--- src/rtl/adl_pkg.sv ---
// Package with the constants, types and helper function of the Adler-32 checksum block.
`default_nettype none

package adl_pkg;

    localparam int unsigned LANES     = 4;
    localparam int unsigned BYTE_W    = 8;
    localparam int unsigned CNT_IN_W  = 3;
    localparam int unsigned SUM_W     = 16;
    localparam int unsigned SEED_W    = 32;
    localparam int unsigned CNT_W     = $clog2(LANES + 1);
    localparam int unsigned WBYTE_W   = BYTE_W + CNT_W;
    localparam int unsigned BSUM_W    = SUM_W + CNT_W + 1;
    localparam int unsigned HI_W      = BSUM_W - SUM_W;

    localparam int unsigned CNT_LSB   = LANES * BYTE_W;
    localparam int unsigned SEED_LSB  = CNT_LSB + CNT_IN_W;
    localparam int unsigned S_BITS    = SEED_LSB + SEED_W;
    localparam int unsigned S_TDATA_W = ((S_BITS + 7) / 8) * 8;
    localparam int unsigned M_TDATA_W = 2 * SUM_W;

    localparam logic [SUM_W:0] ADLER_MOD = 17'd65521;
    localparam logic [SUM_W:0] FOLD_MUL  = 17'd15;

    typedef struct packed {
        logic [CNT_W-1:0] count;
        logic             first;
        logic [SUM_W-1:0] seed_a;
        logic [SUM_W-1:0] seed_b;
        logic             last;
    } t_ctrl;

    // Reduces a value below twice the modulus into the range of the modulus.
    function automatic logic [SUM_W-1:0] fold17(input logic [SUM_W:0] v);
        logic [SUM_W:0] d;
        begin
            d = v - ADLER_MOD;
            fold17 = (v >= ADLER_MOD) ? d[SUM_W-1:0] : v[SUM_W-1:0];
        end
    endfunction

endpackage

`default_nettype wire

--- src/rtl/adl_lane.sv ---
// One byte lane: masks its byte and forms the byte weighted by its distance to the item end.
`default_nettype none

module adl_lane (
    input  wire logic                         i_clk,
    input  wire logic                         i_en,
    input  wire logic [adl_pkg::BYTE_W-1:0]   i_byte,
    input  wire logic [adl_pkg::CNT_W-1:0]    i_weight,
    output logic      [adl_pkg::BYTE_W-1:0]   o_byte,
    output logic      [adl_pkg::WBYTE_W-1:0]  o_wbyte
);
    import adl_pkg::*;

    logic [BYTE_W-1:0]  r_byte;
    logic [WBYTE_W-1:0] r_wbyte;
    logic [BYTE_W-1:0]  n_byte;
    logic [WBYTE_W-1:0] n_wbyte;

    always_comb begin
        n_byte  = (i_weight != '0) ? i_byte : '0;
        n_wbyte = WBYTE_W'(i_byte) * WBYTE_W'(i_weight);
    end

    always_ff @(posedge i_clk) begin
        if (i_en) begin
            r_byte  <= n_byte;
            r_wbyte <= n_wbyte;
        end
    end

    assign o_byte  = r_byte;
    assign o_wbyte = r_wbyte;

endmodule

`default_nettype wire

--- src/rtl/adl_merge.sv ---
// Merging stage: adds the lane bytes and the weighted lane bytes of one item.
`default_nettype none

module adl_merge (
    input  wire logic                                      i_clk,
    input  wire logic                                      i_en,
    input  wire logic [adl_pkg::LANES-1:0][adl_pkg::BYTE_W-1:0]  i_byte,
    input  wire logic [adl_pkg::LANES-1:0][adl_pkg::WBYTE_W-1:0] i_wbyte,
    input  wire adl_pkg::t_ctrl                            i_ctrl,
    output logic      [adl_pkg::SUM_W-1:0]                 o_sum_s,
    output logic      [adl_pkg::SUM_W-1:0]                 o_sum_w,
    output adl_pkg::t_ctrl                                 o_ctrl
);
    import adl_pkg::*;

    logic [SUM_W-1:0] r_sum_s;
    logic [SUM_W-1:0] r_sum_w;
    t_ctrl            r_ctrl;
    logic [SUM_W-1:0] n_sum_s;
    logic [SUM_W-1:0] n_sum_w;
    logic [SUM_W-1:0] raw_w;

    always_comb begin
        n_sum_s = '0;
        raw_w   = '0;
        for (int i = 0; i < LANES; i++) begin
            n_sum_s = n_sum_s + SUM_W'(i_byte[i]);
            raw_w   = raw_w + SUM_W'(i_wbyte[i]);
        end
        n_sum_w = fold17({1'b0, raw_w});
    end

    always_ff @(posedge i_clk) begin
        if (i_en) begin
            r_sum_s <= n_sum_s;
            r_sum_w <= n_sum_w;
            r_ctrl  <= i_ctrl;
        end
    end

    assign o_sum_s = r_sum_s;
    assign o_sum_w = r_sum_w;
    assign o_ctrl  = r_ctrl;

endmodule

`default_nettype wire

--- src/rtl/adl_accum.sv ---
// Running sums A and B, updated once per item, and the registered checksum output.
`default_nettype none

module adl_accum (
    input  wire logic                                i_clk,
    input  wire logic                                i_rst_n,
    input  wire logic                                i_adv,
    input  wire logic [adl_pkg::SUM_W-1:0]           i_sum_s,
    input  wire logic [adl_pkg::SUM_W-1:0]           i_sum_w,
    input  wire adl_pkg::t_ctrl                      i_ctrl,
    input  wire logic                                i_out_ready,
    output logic                                     o_out_valid,
    output logic      [adl_pkg::M_TDATA_W-1:0]       o_out_data,
    output logic                                     o_out_free
);
    import adl_pkg::*;

    logic [SUM_W-1:0]     r_sum_a;
    logic [SUM_W-1:0]     r_sum_b;
    logic                 r_out_valid;
    logic [M_TDATA_W-1:0] r_out_data;
    logic [SUM_W-1:0]     n_sum_a;
    logic [SUM_W-1:0]     n_sum_b;
    logic [SUM_W-1:0]     a0;
    logic [SUM_W-1:0]     b0;
    logic [BSUM_W-1:0]    prod;
    logic [BSUM_W-1:0]    bsum;
    logic [HI_W-1:0]      hi;
    logic [SUM_W:0]       folded;

    always_comb begin
        a0      = i_ctrl.first ? i_ctrl.seed_a : r_sum_a;
        b0      = i_ctrl.first ? i_ctrl.seed_b : r_sum_b;
        n_sum_a = fold17({1'b0, a0} + {1'b0, i_sum_s});
        prod    = BSUM_W'(a0) * BSUM_W'(i_ctrl.count);
        bsum    = BSUM_W'(b0) + prod + BSUM_W'(i_sum_w);
        hi      = bsum[BSUM_W-1:SUM_W];
        folded  = {1'b0, bsum[SUM_W-1:0]} + (17'(hi) * FOLD_MUL);
        n_sum_b = fold17(folded);
    end

    always_ff @(posedge i_clk) begin
        if (!i_rst_n) begin
            r_sum_a     <= SUM_W'(1);
            r_sum_b     <= '0;
            r_out_valid <= 1'b0;
        end else begin
            if (i_adv) begin
                r_sum_a <= n_sum_a;
                r_sum_b <= n_sum_b;
            end
            if (i_adv && i_ctrl.last) begin
                r_out_valid <= 1'b1;
            end else if (i_out_ready) begin
                r_out_valid <= 1'b0;
            end
        end
    end

    always_ff @(posedge i_clk) begin
        if (i_adv && i_ctrl.last) begin
            r_out_data <= {n_sum_b, n_sum_a};
        end
    end

    assign o_out_valid = r_out_valid;
    assign o_out_data  = r_out_data;
    assign o_out_free  = !r_out_valid || i_out_ready;

endmodule

`default_nettype wire

--- src/rtl/adler32_checksum.sv ---
// Adler-32 checksum engine: four byte lanes per transfer, lane merge, and running sums.
// A checksum is shown once the transfer that carries last has passed the lane, merge and output registers.
// Throughput: one input transfer per cycle unless the output stalls; the combinational A/B sum update sets this.
// A checksum held on the output stalls the next item that carries last and those behind it.
// Reset (i_rst_n low, synchronous) sets sum A to 1, sum B to 0 and empties the pipeline.
`default_nettype none

module adler32_checksum (
    input  wire logic                           i_clk,
    input  wire logic                           i_rst_n,
    input  wire logic                           s_axis_tvalid,
    output logic                                s_axis_tready,
    // Low to high: data_byte_0, data_byte_1, data_byte_2, data_byte_3, byte_count, seed.
    input  wire logic [adl_pkg::S_TDATA_W-1:0]  s_axis_tdata,
    input  wire logic                           s_axis_tlast,
    // Fields: first.
    input  wire logic                           s_axis_tuser,
    output logic                                m_axis_tvalid,
    input  wire logic                           m_axis_tready,
    // Low to high: checksum.
    output logic      [adl_pkg::M_TDATA_W-1:0]  m_axis_tdata
);
    import adl_pkg::*;

    logic                              r_v1;
    logic                              r_v2;
    t_ctrl                             r_ctrl1;
    t_ctrl                             n_ctrl1;
    logic [CNT_IN_W-1:0]               cnt_in;
    logic [LANES-1:0][CNT_W-1:0]       weight;
    logic [LANES-1:0][BYTE_W-1:0]      lane_byte;
    logic [LANES-1:0][WBYTE_W-1:0]     lane_wbyte;
    logic [SUM_W-1:0]                  sum_s;
    logic [SUM_W-1:0]                  sum_w;
    t_ctrl                             ctrl2;
    logic                              out_free;
    logic                              adv2;
    logic                              en1;
    logic                              en2;

    always_comb begin
        cnt_in = s_axis_tdata[SEED_LSB-1:CNT_LSB];
        if (32'(cnt_in) > LANES) begin
            n_ctrl1.count = CNT_W'(LANES);
        end else begin
            n_ctrl1.count = CNT_W'(cnt_in);
        end
        n_ctrl1.first  = s_axis_tuser;
        n_ctrl1.seed_a = fold17({1'b0, s_axis_tdata[SEED_LSB +: SUM_W]});
        n_ctrl1.seed_b = fold17({1'b0, s_axis_tdata[SEED_LSB + SUM_W +: SUM_W]});
        n_ctrl1.last   = s_axis_tlast;
        for (int i = 0; i < LANES; i++) begin
            if (32'(n_ctrl1.count) > i) begin
                weight[i] = CNT_W'(32'(n_ctrl1.count) - i);
            end else begin
                weight[i] = '0;
            end
        end
    end

    assign adv2          = r_v2 && (!ctrl2.last || out_free);
    assign en2           = !r_v2 || adv2;
    assign en1           = !r_v1 || en2;
    assign s_axis_tready = en1;

    genvar g;
    generate
        for (g = 0; g < LANES; g++) begin : g_lane
            adl_lane u_lane (
                .i_clk    (i_clk),
                .i_en     (en1),
                .i_byte   (s_axis_tdata[g*BYTE_W +: BYTE_W]),
                .i_weight (weight[g]),
                .o_byte   (lane_byte[g]),
                .o_wbyte  (lane_wbyte[g])
            );
        end
    endgenerate

    always_ff @(posedge i_clk) begin
        if (!i_rst_n) begin
            r_v1 <= 1'b0;
            r_v2 <= 1'b0;
        end else begin
            if (en1) begin
                r_v1 <= s_axis_tvalid;
            end
            if (en2) begin
                r_v2 <= r_v1;
            end
        end
    end

    always_ff @(posedge i_clk) begin
        if (en1) begin
            r_ctrl1 <= n_ctrl1;
        end
    end

    adl_merge u_merge (
        .i_clk   (i_clk),
        .i_en    (en2),
        .i_byte  (lane_byte),
        .i_wbyte (lane_wbyte),
        .i_ctrl  (r_ctrl1),
        .o_sum_s (sum_s),
        .o_sum_w (sum_w),
        .o_ctrl  (ctrl2)
    );

    adl_accum u_accum (
        .i_clk       (i_clk),
        .i_rst_n     (i_rst_n),
        .i_adv       (adv2),
        .i_sum_s     (sum_s),
        .i_sum_w     (sum_w),
        .i_ctrl      (ctrl2),
        .i_out_ready (m_axis_tready),
        .o_out_valid (m_axis_tvalid),
        .o_out_data  (m_axis_tdata),
        .o_out_free  (out_free)
    );

endmodule

`default_nettype wire

--- config.mk ---
export PLATFORM = sky130hd
export DESIGN_NAME = adler32_checksum
export DESIGN_NICKNAME = d
export VERILOG_FILES = /design/src/rtl/adl_pkg.sv /design/src/rtl/adl_lane.sv /design/src/rtl/adl_merge.sv /design/src/rtl/adl_accum.sv /design/src/rtl/adler32_checksum.sv
export SDC_FILE = /design/constraint.sdc
export NUM_CORES = 1
export LEC_CHECK = 0
export BUFFER_PORTS_ARGS = -buffer_cell sky130_fd_sc_hd__buf_4
export CORE_MARGIN = 10
export CORE_UTILIZATION = 63
export CTS_CLUSTER_DIAMETER = 120
export DETAILED_ROUTE_END_ITERATION = 10
export PLACE_DENSITY = 0.82
export RECOVER_POWER = 25
export SLEW_MARGIN = 20
export SYNTH_ARGS = -nofsm -noshare
export SYNTH_HDL_FRONTEND = slang
export SYNTH_HIERARCHICAL = 1
export SYNTH_SLANG_ARGS = --single-unit
--- constraint.sdc ---
create_clock -name i_clk -period 10.6 [get_ports i_clk]
set_input_delay 3.18 -clock i_clk [delete_from_list [all_inputs] [get_ports i_clk]]
set_output_delay 3.18 -clock i_clk [all_outputs]
set_load 0.02 [all_outputs]
==> qor.csv, run 1 <==
metric,value,unit
status,"complete, but fails checks",
violated checks,"capacitance limit, slew limit",
Worst Skew,0.0231,ns
hpwl dp,31600,µm
fillers,2057,
worst hold-check path type,reg -> reg,
vias per cell,5.69,
drc violations,0,
"non-filler cells, final",2239,
worst r2r dst,u_accum/r_sum_b[6],
placed cells,2191,
first-pass GRT wire length,65700,µm
cell with the most instances after synthesis,inv_1,
clk slew on worst S/H paths,0.06,ns
row cnt,62,
Max Fanout on Critical Path,19,
DRT Pass-1 Iters,5,
Initial Util,0.638,
Hold Buf Count CTS,0,
"EDFF count, synth",205,
vias in the first global route,12900,
Syn. warnings,6,
synth top area cells,"edfxtp_1, fa_1, ha_1",
initial antenna violation count,0,
Final Hold Vio Count,0,
reg2reg setup slack,0.55,ns
fin area,20300,µm²
Pwr per Cell Area,291,nW/µm²
routed wire length,40300,µm
fin util,0.708,
CTS tree,yes,
Setup crit start,u_merge/o_ctrl[33],
Worst setup SP type,register,
max-slew violations,69,
Fmax achieved,99.5,MHz
Sinks on Clock Net,240,
final setup margin,0.545,ns
top cell type's share of synthesized area,0.336,
ANT nets after route,0,
area grow syn2layout,10.9,%
via count,12700,
GRT overflow,0,
final period utilization,0.949,
R2R cell count,33,
Slew @ Worst Pin,1.64,ns
biggest area consumer among synthesized cells,edfxtp_1,
DRT iter0 DRCs,846,
Setup CP Type,reg -> reg,
Reg area,6860,µm²
Final Power,5.91,mW
die area,36300,µm²
worst hold margin,0.417,ns
core area,28700,µm²
"Arr. time, crit path",10.52,ns
synthesized area,18300,µm²
layout cell share with drive strength beyond 1,0.130,
"FF+latch count, synth",240,
"Clk Latency, worst-skew pair",0.55,ns
Critical Path End Type,register,
crit path capture,u_accum/r_sum_b[6],
H-Tree Depth,1,
slowest CP cell,or4_4,
max cap viols,2,
final setup TNS,0,ns
Die Ht,191,µm
Crit path required time,11.06,ns
Post-Syn Area per Cell,10.5,µm²
CTS max path bufs,3,
most frequent CP cell,fa_1,
WL per Instance,18.0,µm
gpl congestion,0.915,
Leak,9.28,nW
Layout Nets,2165,
Post-DP Area,19500,µm²
post-cts resize count,0,
Crit path largest cell delay,0.55,ns
pre-CTS WS,0.611,ns
Final min period,10.05,ns
Synth Instances,1739,
VDD IR-drop max,0.000224,V
Die Wd,191,µm
RSZ-0062 raised after global routing,false,
Multi-input gate area,10200,µm²
Post-synth top flop,edfxtp_1,
Synth top cells by count,"inv_1, edfxtp_1, ha_1",
largest net degree at the start of global routing,84,
post-synthesis cell type count,104,
slew margin rel.,-0.0920,
postcts setup bufs,0,
Crit Reg-Reg Startpoint,u_merge/o_ctrl[33],
CTS root buf,clkbuf_16,
quantity of I/O buffers inserted on ports,106,
"Seq/Total Area, Yosys",0.374,
CTS Buf Count,26,
GRT Util Overall,0.223,
"FFs w/ async S/R, synth",0,
# IOs,112,
n_diodes,0,
# setup viols final,0,
-- layout by cell type, fill, tap and decap left out, drive strengths merged, types with 11 or more instances in the layout --
cell type,instances
a31oi,12
nor3,24
mux2i,28
clkbuf,35
edfxtp,205
o21ai,48
o21a,15
nor2b,80
inv,275
or3,11
nor2,71
clkinv,12
buf,112
and2,80
nand3,38
dfxtp,35
fa,119
nand2,133
a21o,32
o21ba,11
xnor2,57
and3,11
mux2,13
a21oi,64
ha,133
xor2,33
-- state kept, by name, indices dropped and copies added (netlist names) --
signal / count
g_lane.u_lane/o_byte: 32
g_lane.u_lane/o_wbyte: 44
r_ctrl1: 37
r_v1: 1
r_v2: 1
u_accum/o_out_data: 32
u_accum/o_out_valid: 1
u_accum/r_sum_a: 16
u_accum/r_sum_b: 16
u_merge/o_ctrl: 37
u_merge/o_sum_s: 10
u_merge/o_sum_w: 13
-- cell families (layout without fill, tap and decap cells) --
logic type / count (synthesis) / in the layout / synth area share
adder cells (fa/ha/maj): 252 / 252 / 0.221
other: 2 / 10 / 0.000410
AO/OA/AOI/OAI: 274 / 274 / 0.113
buffers and inverters: 331 / 439 / 0.0705
multiplexers: 41 / 41 / 0.0233
AND/OR/NAND/NOR: 509 / 509 / 0.154
flip-flops: 240 / 240 / 0.374
XOR/XNOR: 90 / 90 / 0.0434
-- critical path, delay by kind of cell, from the launching register on --
family | cells | cell delay (ns)
and+or+nand+nor | 7 | 1.86
adders and majority gates | 8 | 3.51
AOI/OAI and AO/OA | 10 | 2.42
buffers and inverters | 5 | 0.48
DFF | 1 | 0.54
xor gates and xnor gates | 2 | 0.70
muxes | 1 | 0.44
-- worst min path at each step --
stage                start                 end  slack, ns  depth (start not counted)
3_3_place_gp   r_ctrl1[29]  u_merge/o_ctrl[29]       0.40                          0
5_1_grt        r_ctrl1[30]  u_merge/o_ctrl[30]       0.43                          0
3_5_place_dp   r_ctrl1[10]  u_merge/o_ctrl[10]       0.40                          0
6_report       r_ctrl1[10]  u_merge/o_ctrl[10]       0.42                          0
2_1_floorplan   r_ctrl1[0]   u_merge/o_ctrl[0]       0.40                          0
4_1_cts         r_ctrl1[9]   u_merge/o_ctrl[9]       0.42                          0
-- area by class of cell --
class                           count  area share
Clock buffer                       30      0.0328
Clock inverter                     18      0.0113
Inverter                          274      0.0506
Multi-Input combinational cell   1176       0.501
Sequential cell                   240       0.338
Tap cell                          384      0.0237
Timing Repair Buffer              117      0.0431
-- power breakdown --
group,leakage [nW],switching (mW),internal (mW)
clock,0.437,0.378,0.554
combinational,6.38,2.19,1.42
sequential,2.47,0.0750,1.29
total,9.28,2.65,3.26
-- per-layer routing --
layer | up-vias | wire length, µm | GRT usage
met4 | 0 | 1640 | 0.0899
met3 | 92 | 2170 | 0.0316
met5 | - | 0 | 0
met1 | 6166 | 16500 | 0.276
li1 | 6079 | - | -
met2 | 394 | 20000 | 0.386
No activity file was read; power rests on OpenSTA's default activity.
==> run 2: changes to the inputs <==
--- a/config.mk
+++ b/config.mk
@@ -6,11 +6,11 @@
 export NUM_CORES = 1
 export LEC_CHECK = 0
 export BUFFER_PORTS_ARGS = -buffer_cell sky130_fd_sc_hd__buf_4
-export CORE_MARGIN = 10
-export CORE_UTILIZATION = 63
+export CORE_MARGIN = 2
+export CORE_UTILIZATION = 65
 export CTS_CLUSTER_DIAMETER = 120
 export DETAILED_ROUTE_END_ITERATION = 10
-export PLACE_DENSITY = 0.82
+export PLACE_DENSITY = 0.84
 export RECOVER_POWER = 25
 export SLEW_MARGIN = 20
 export SYNTH_ARGS = -nofsm -noshare
==> constraint.sdc (replaced) <==
create_clock -name i_clk -period 11.66 [get_ports i_clk]
set_input_delay 3.498 -clock i_clk [delete_from_list [all_inputs] [get_ports i_clk]]
set_output_delay 3.498 -clock i_clk [all_outputs]
set_load 0.02 [all_outputs]
==> qor.csv, run 2 (synthesized netlist as in run 1, its figures left out) <==
metric,value,unit,change
status,"complete, but fails checks",,unchanged
violated checks,"capacitance limit, slew limit",,unchanged
worst hold margin,0.417,ns,about the same
WL per Instance,17.9,µm,was 18.0 µm
slowest CP cell,edfxtp_1,,was or4_4
Layout Nets,2158,,was 2165
Critical Path End Type,register,,unchanged
vias per cell,5.75,,was 5.69
fin util,0.727,,was 0.708
largest net degree at the start of global routing,64,,was 84
met1 Track Usage GR,0.351,,was 0.276
Switching Share,0.447,,was 0.448
final setup TNS,0,ns,unchanged
max cap viols,3,,was 2
grt met2 use,0.483,,was 0.386
post-cts resize count,0,,unchanged
CTS root buf,clkbuf_16,,unchanged
postcts setup bufs,0,,unchanged
ANT nets after route,0,,unchanged
Final min period,10.64,ns,was 10.05 ns
Fmax achieved,93.9,MHz,was 99.5 MHz
"Clk Latency, worst-skew pair",0.55,ns,about the same
Max Fanout on Critical Path,19,,unchanged
Slew @ Worst Pin,2.44,ns,was 1.64 ns
Crit path required time,12.12,ns,was 11.06 ns
most frequent CP cell,fa_1,,unchanged
vias in the first global route,12700,,was 12900
Crit path largest cell delay,0.96,ns,was 0.55 ns
Psw,2.41,mW,was 2.65 mW
CTS Buf Count,26,,unchanged
# IOs,112,,unchanged
# setup viols final,0,,unchanged
H-Tree Depth,1,,unchanged
Final Hold Vio Count,0,,unchanged
Seq pwr share,0.229,,was 0.231
most frequent cells in the layout,"inv_1, edfxtp_1, ha_1, nand2_1, fa_1",,unchanged
Worst setup SP type,register,,unchanged
routed wire length,39900,µm,was 40300 µm
Leak,9.17,nW,was 9.28 nW
Setup CP Type,reg -> reg,,unchanged
slew margin rel.,-0.629,,was -0.0920
placed cells,2178,,was 2191
VDD IR-drop max,0.000230,V,was 0.000224 V
P_int,2.98,mW,was 3.26 mW
layout cell share with drive strength beyond 1,0.115,,was 0.130
Sinks on Clock Net,240,,unchanged
core area,27800,µm²,was 28700 µm²
drc violations,0,,unchanged
quantity of I/O buffers inserted on ports,106,,unchanged
max-slew violations,126,,was 69
clk slew on worst S/H paths,0.06,ns,about the same
GRT Util Overall,0.279,,was 0.223
via count,12800,,was 12700
gpl congestion,0.901,,was 0.915
Die Wd,172,µm,was 191 µm
Crit path max-delay family,adder cells,,unchanged
"most common cell after layout, fill and taps aside",inv_1,,unchanged
first-pass GRT wire length,63800,µm,was 65700 µm
Hold Buf Count CTS,0,,unchanged
CTS tree,yes,,unchanged
Pwr per Cell Area,267,nW/µm²,was 291 nW/µm²
RSZ-0062 raised after global routing,false,,unchanged
row cnt,61,,was 62
"non-filler cells, final",2226,,was 2239
die area,29500,µm²,was 36300 µm²
max FFs per register,44,,unchanged
CTS max path bufs,3,,unchanged
Initial Util,0.660,,was 0.638
Die Ht,172,µm,was 191 µm
DRT Pass-1 Iters,6,,was 5
Comb power frac,0.609,,was 0.611
Worst Skew,0.0135,ns,was 0.0231 ns
WP buf/inv,4,,was 5
DRT iter0 DRCs,871,,was 846
initial antenna violation count,0,,unchanged
part of the total power dissipated in the clock network,0.162,,was 0.158
GR peak layer,met2,,unchanged
final period utilization,0.913,,was 0.949
n_diodes,0,,unchanged
hpwl dp,30500,µm,was 31600 µm
Final Power,5.40,mW,was 5.91 mW
worst hold-check path type,reg -> reg,,unchanged
"Arr. time, crit path",11.10,ns,was 10.52 ns
reg2reg setup slack,1.02,ns,was 0.55 ns
fillers,1959,,was 2057
met3 Use GR,0.0325,,was 0.0316
area grow syn2layout,10.2,%,was 10.9%
GRT overflow,0,,unchanged
## run 2: cell types whose count changed in the layout (fill, tap and decap cells not counted), sizes merged
cell	previous run	this run
clkbuf	35	62
buf	112	86
clkinv	12	6
inv	275	273
bufinv	4	3
clkinvlp	1	2
## run 2: final cells by class
| class | instances | area [µm²] | share of cell area |
|---|---|---|---|
| well taps | 378 | 473 | 0.0234 |
| multi-input cells | 1176 | 10200 | 0.503 |
| clock inverters | 10 | 139 | 0.00688 |
| repair buffers | 110 | 751 | 0.0372 |
| flip-flops and latches | 240 | 6860 | 0.340 |
| clock buffers | 38 | 788 | 0.0390 |
| inverters | 274 | 1030 | 0.0509 |
## run 2: power groups by stage
stage                     clock network (mW)  registers, mW  logic [mW]
after detailed placement                   0           1.25        3.20
after floorplan                            0           1.24        2.50
after CTS                              0.888           1.24        3.25
final                                  0.876           1.24        3.28
after global placement                     0           1.25        3.08
after global routing                   0.924           1.25        3.63
## run 2: final timing paths
path | start | to | cells after the start
max | u_merge/o_ctrl[33] | u_accum/r_sum_b[6] | 33
min | r_ctrl1[6] | u_merge/o_ctrl[6] | 0
max reg2reg | u_merge/o_ctrl[33] | u_accum/r_sum_b[6] | 33
min reg2reg | r_ctrl1[6] | u_merge/o_ctrl[6] | 0
## run 2: through the flow
| step | cell area (µm²) | setup slack [ns] |
|---|---|---|
| 2_1_floorplan | 18400 | 1.81 |
| 3_3_place_gp | 19400 | 1.20 |
| 3_5_place_dp | 19400 | 1.14 |
| 4_1_cts | 20300 | 1.10 |
| 5_1_grt | 20200 | 0.293 |
| 6_report | 20200 | 1.02 |
## run 2: routing by layer
metal / up-vias / routed length (µm)
met5: - / 0
met1: 6160 / 16100
li1: 6074 / -
met4: 0 / 2000
met3: 110 / 2320
met2: 447 / 19500
## run 2: worst register-to-register path, delay by kind of cell, from the launching register on
family / cells / cell delay (ns)
mux: 1 / 0.57
flops: 1 / 0.96
buf+inv: 4 / 0.22
xor+xnor: 1 / 0.45
fa+ha+maj: 8 / 3.63
compound gates: 12 / 2.65
simple gates: 7 / 2.09
==> run 3: changes to the inputs <==
--- a/config.mk
+++ b/config.mk
@@ -6,14 +6,13 @@
 export NUM_CORES = 1
 export LEC_CHECK = 0
 export BUFFER_PORTS_ARGS = -buffer_cell sky130_fd_sc_hd__buf_4
-export CORE_MARGIN = 2
+export CORE_MARGIN = 1
 export CORE_UTILIZATION = 65
 export CTS_CLUSTER_DIAMETER = 120
 export DETAILED_ROUTE_END_ITERATION = 10
-export PLACE_DENSITY = 0.84
+export PLACE_DENSITY = 0.85
 export RECOVER_POWER = 25
 export SLEW_MARGIN = 20
 export SYNTH_ARGS = -nofsm -noshare
 export SYNTH_HDL_FRONTEND = slang
-export SYNTH_HIERARCHICAL = 1
 export SYNTH_SLANG_ARGS = --single-unit
==> qor.csv, run 3 <==
metric,value,unit,change
Post-Syn Area per Cell,10.4,µm²,was 10.5 µm²
Fmax achieved,91.2,MHz,was 93.9 MHz
fillers,1831,,was 1959
initial antenna violation count,0,,unchanged
final setup TNS,0,ns,unchanged
Psw,2.02,mW,was 2.41 mW
CTS root buf,clkbuf_16,,unchanged
Die Wd,168,µm,was 172 µm
via count,12700,,was 12800
P_int,2.77,mW,was 2.98 mW
Leak,9.34,nW,was 9.17 nW
hold_sp,r_ctrl1[20],,was r_ctrl1[6]
Syn. warnings,0,,was 6
synthesized area,17800,µm²,was 18300 µm²
Comb power frac,0.563,,was 0.609
row cnt,60,,was 61
met3 Use GR,0.0307,,was 0.0325
post-cts resize count,0,,unchanged
# setup viols final,0,,unchanged
CTS Buf Count,26,,unchanged
layout cell share with drive strength beyond 1,0.111,,was 0.115
slew margin rel.,0.0599,,was -0.629
Min-Delay Endpoint,u_merge.o_ctrl[20],,was u_merge/o_ctrl[6]
R2R cell count,32,,was 33
max FFs per register,44,,unchanged
Synth Instances,1718,,was 1739
"FFs w/ async S/R, synth",0,,unchanged
CTS tree,yes,,unchanged
H-Tree Depth,1,,unchanged
status,"finished, final reports clean",,"was complete, but fails checks"
Worst setup SP type,register,,unchanged
final period utilization,0.940,,was 0.913
Worst Skew,0.0105,ns,was 0.0135 ns
# IOs,112,,unchanged
CTS max path bufs,3,,unchanged
max-slew violations,0,,was 126
worst hold-check path type,reg -> reg,,unchanged
synth top area cells,"edfxtp_1, fa_1, ha_1",,unchanged
Synth top cells by count,"inv_1, edfxtp_1, ha_1",,unchanged
drc violations,0,,unchanged
GR peak layer,met2,,unchanged
quantity of I/O buffers inserted on ports,106,,unchanged
ANT nets after route,0,,unchanged
max cap viols,0,,was 3
gpl congestion,0.892,,was 0.901
slowest CP cell,edfxtp_1,,unchanged
RSZ-0062 raised after global routing,false,,unchanged
GRT Util Overall,0.275,,was 0.279
Crit path largest cell delay,0.70,ns,was 0.96 ns
top cell type's share of synthesized area,0.345,,was 0.336
Initial Util,0.662,,was 0.660
worst r2r dst,u_accum.o_out_data[30],,was u_accum/r_sum_b[6]
"most common cell after layout, fill and taps aside",inv_1,,unchanged
Final min period,10.97,ns,was 10.64 ns
most frequent cells in the layout,"inv_1, edfxtp_1, ha_1, nand2_1, buf_4",,"was inv_1, edfxtp_1, ha_1, nand2_1, fa_1"
die area,28100,µm²,was 29500 µm²
Setup CP Type,reg -> reg,,unchanged
Sinks on Clock Net,240,,unchanged
Crit Reg-Reg Startpoint,u_merge.o_ctrl[33],,was u_merge/o_ctrl[33]
first-pass GRT wire length,61500,µm,was 63800 µm
GRT overflow,0,,unchanged
core area,27000,µm²,was 27800 µm²
Final Power,4.79,mW,was 5.40 mW
Post-synth top flop,edfxtp_1,,unchanged
"Arr. time, crit path",11.23,ns,was 11.10 ns
Slew @ Worst Pin,1.41,ns,was 2.44 ns
Critical Path End Type,register,,unchanged
hpwl dp,29400,µm,was 30500 µm
"EDFF count, synth",205,,unchanged
Seq pwr share,0.251,,was 0.229
clk slew on worst S/H paths,0.06,ns,about the same
post-synthesis cell type count,86,,was 104
Layout Nets,2138,,was 2158
Post-DP Area,18900,µm²,was 19400 µm²
Crit path required time,11.93,ns,was 12.12 ns
VDD IR-drop max,0.000155,V,was 0.000230 V
"Seq/Total Area, Yosys",0.384,,was 0.374
Hold Buf Count CTS,0,,unchanged
vias in the first global route,12400,,was 12700
"Clk Latency, worst-skew pair",0.54,ns,was 0.55 ns
hold path depth,0,,unchanged
part of the total power dissipated in the clock network,0.186,,was 0.162
biggest area consumer among synthesized cells,edfxtp_1,,unchanged
Switching Share,0.422,,was 0.447
Pwr per Cell Area,241,nW/µm²,was 267 nW/µm²
WL per Instance,17.5,µm,was 17.9 µm
"FF+latch count, synth",240,,unchanged
reg2reg setup slack,0.69,ns,was 1.02 ns
DRT iter0 DRCs,899,,was 871
met1 Track Usage GR,0.351,,about the same
fin area,19900,µm²,was 20200 µm²
most frequent CP cell,fa_1,,unchanged
grt met2 use,0.477,,was 0.483
DRT Pass-1 Iters,5,,was 6
n_diodes,0,,unchanged
routed wire length,38100,µm,was 39900 µm
vias per cell,5.82,,was 5.75
area grow syn2layout,11.4,%,was 10.2%
cell with the most instances after synthesis,inv_1,,unchanged
Max Fanout on Critical Path,12,,was 19
Final Hold Vio Count,0,,unchanged
largest net degree at the start of global routing,61,,was 64
postcts setup bufs,0,,unchanged
Die Ht,168,µm,was 172 µm
run 3: worst max-delay path by stage:
| stage | from | endpoint | slack, ns | depth (start not counted) |
|---|---|---|---|---|
| after floorplan | m_axis_tready | s_axis_tready | 1.90 | 3 |
| after detailed placement | u_merge.o_ctrl[33] | u_accum.o_out_data[30] | 0.87 | 32 |
| after global placement | u_merge.o_ctrl[33] | u_accum.o_out_data[28] | 1.01 | 32 |
| after CTS | u_merge.o_ctrl[33] | u_accum.o_out_data[30] | 0.81 | 32 |
| final | u_merge.o_ctrl[33] | u_accum.o_out_data[30] | 0.69 | 32 |
| after global routing | u_merge.o_ctrl[33] | u_accum.o_out_data[30] | 0.24 | 32 |
run 3: worst max-delay path, delay by kind of cell, from the launching register on:
kind | cells | cell delay, ns
AO/OA/AOI/OAI | 10 | 2.59
XOR/XNOR | 2 | 0.52
adder cells (fa/ha/maj) | 8 | 3.55
buffers and inverters | 3 | 0.42
flip-flops | 1 | 0.70
multiplexers | 1 | 0.46
AND/OR/NAND/NOR | 8 | 2.44
run 3: layout make-up:
cell class	instances	area (µm²)	area share
multi-input cells	1162	9780	0.492
inverters	269	1010	0.0508
well taps	341	427	0.0215
flip-flops and latches	240	6860	0.345
clock buffers	38	843	0.0424
clock inverters	10	113	0.00567
repair buffers	116	852	0.0429
run 3: per-stage QoR:
step                      utilization  worst slack, ns  std cells  hold slack (ns)
after floorplan                     -             1.90       1719            0.400
after global placement          0.703             1.01       2128            0.401
after detailed placement        0.703            0.865       2128            0.405
after CTS                       0.738            0.814       2176            0.418
after global routing            0.738            0.242       2176            0.423
final                           0.738            0.695       2176            0.417
run 3: logic make-up (layout without fill, tap and decap cells):
family,after synthesis,in the layout,synth area share
compound gates,289,289,0.113
buf+inv,317,433,0.0683
mux,43,43,0.0250
flops,240,240,0.384
other cells,1,2,0.000210
fa+ha+maj,245,245,0.212
xor+xnor,112,112,0.0554
simple gates,471,471,0.142
run 3: power by group through the flow:
stage / Clock, mW / Combinational, mW / Sequential (mW)
floorplan: 0 / 2.08 / 1.20
global placement: 0 / 2.54 / 1.22
detailed placement: 0 / 2.65 / 1.22
CTS: 0.902 / 2.68 / 1.20
global route: 0.935 / 2.99 / 1.21
finish: 0.893 / 2.70 / 1.20
run 3: metal layers:
layer	part of all wire	vias up
met3	0.054	90
li1	-	6040
met2	0.49	382
met1	0.42	6144
met4	0.038	0
met5	0	-
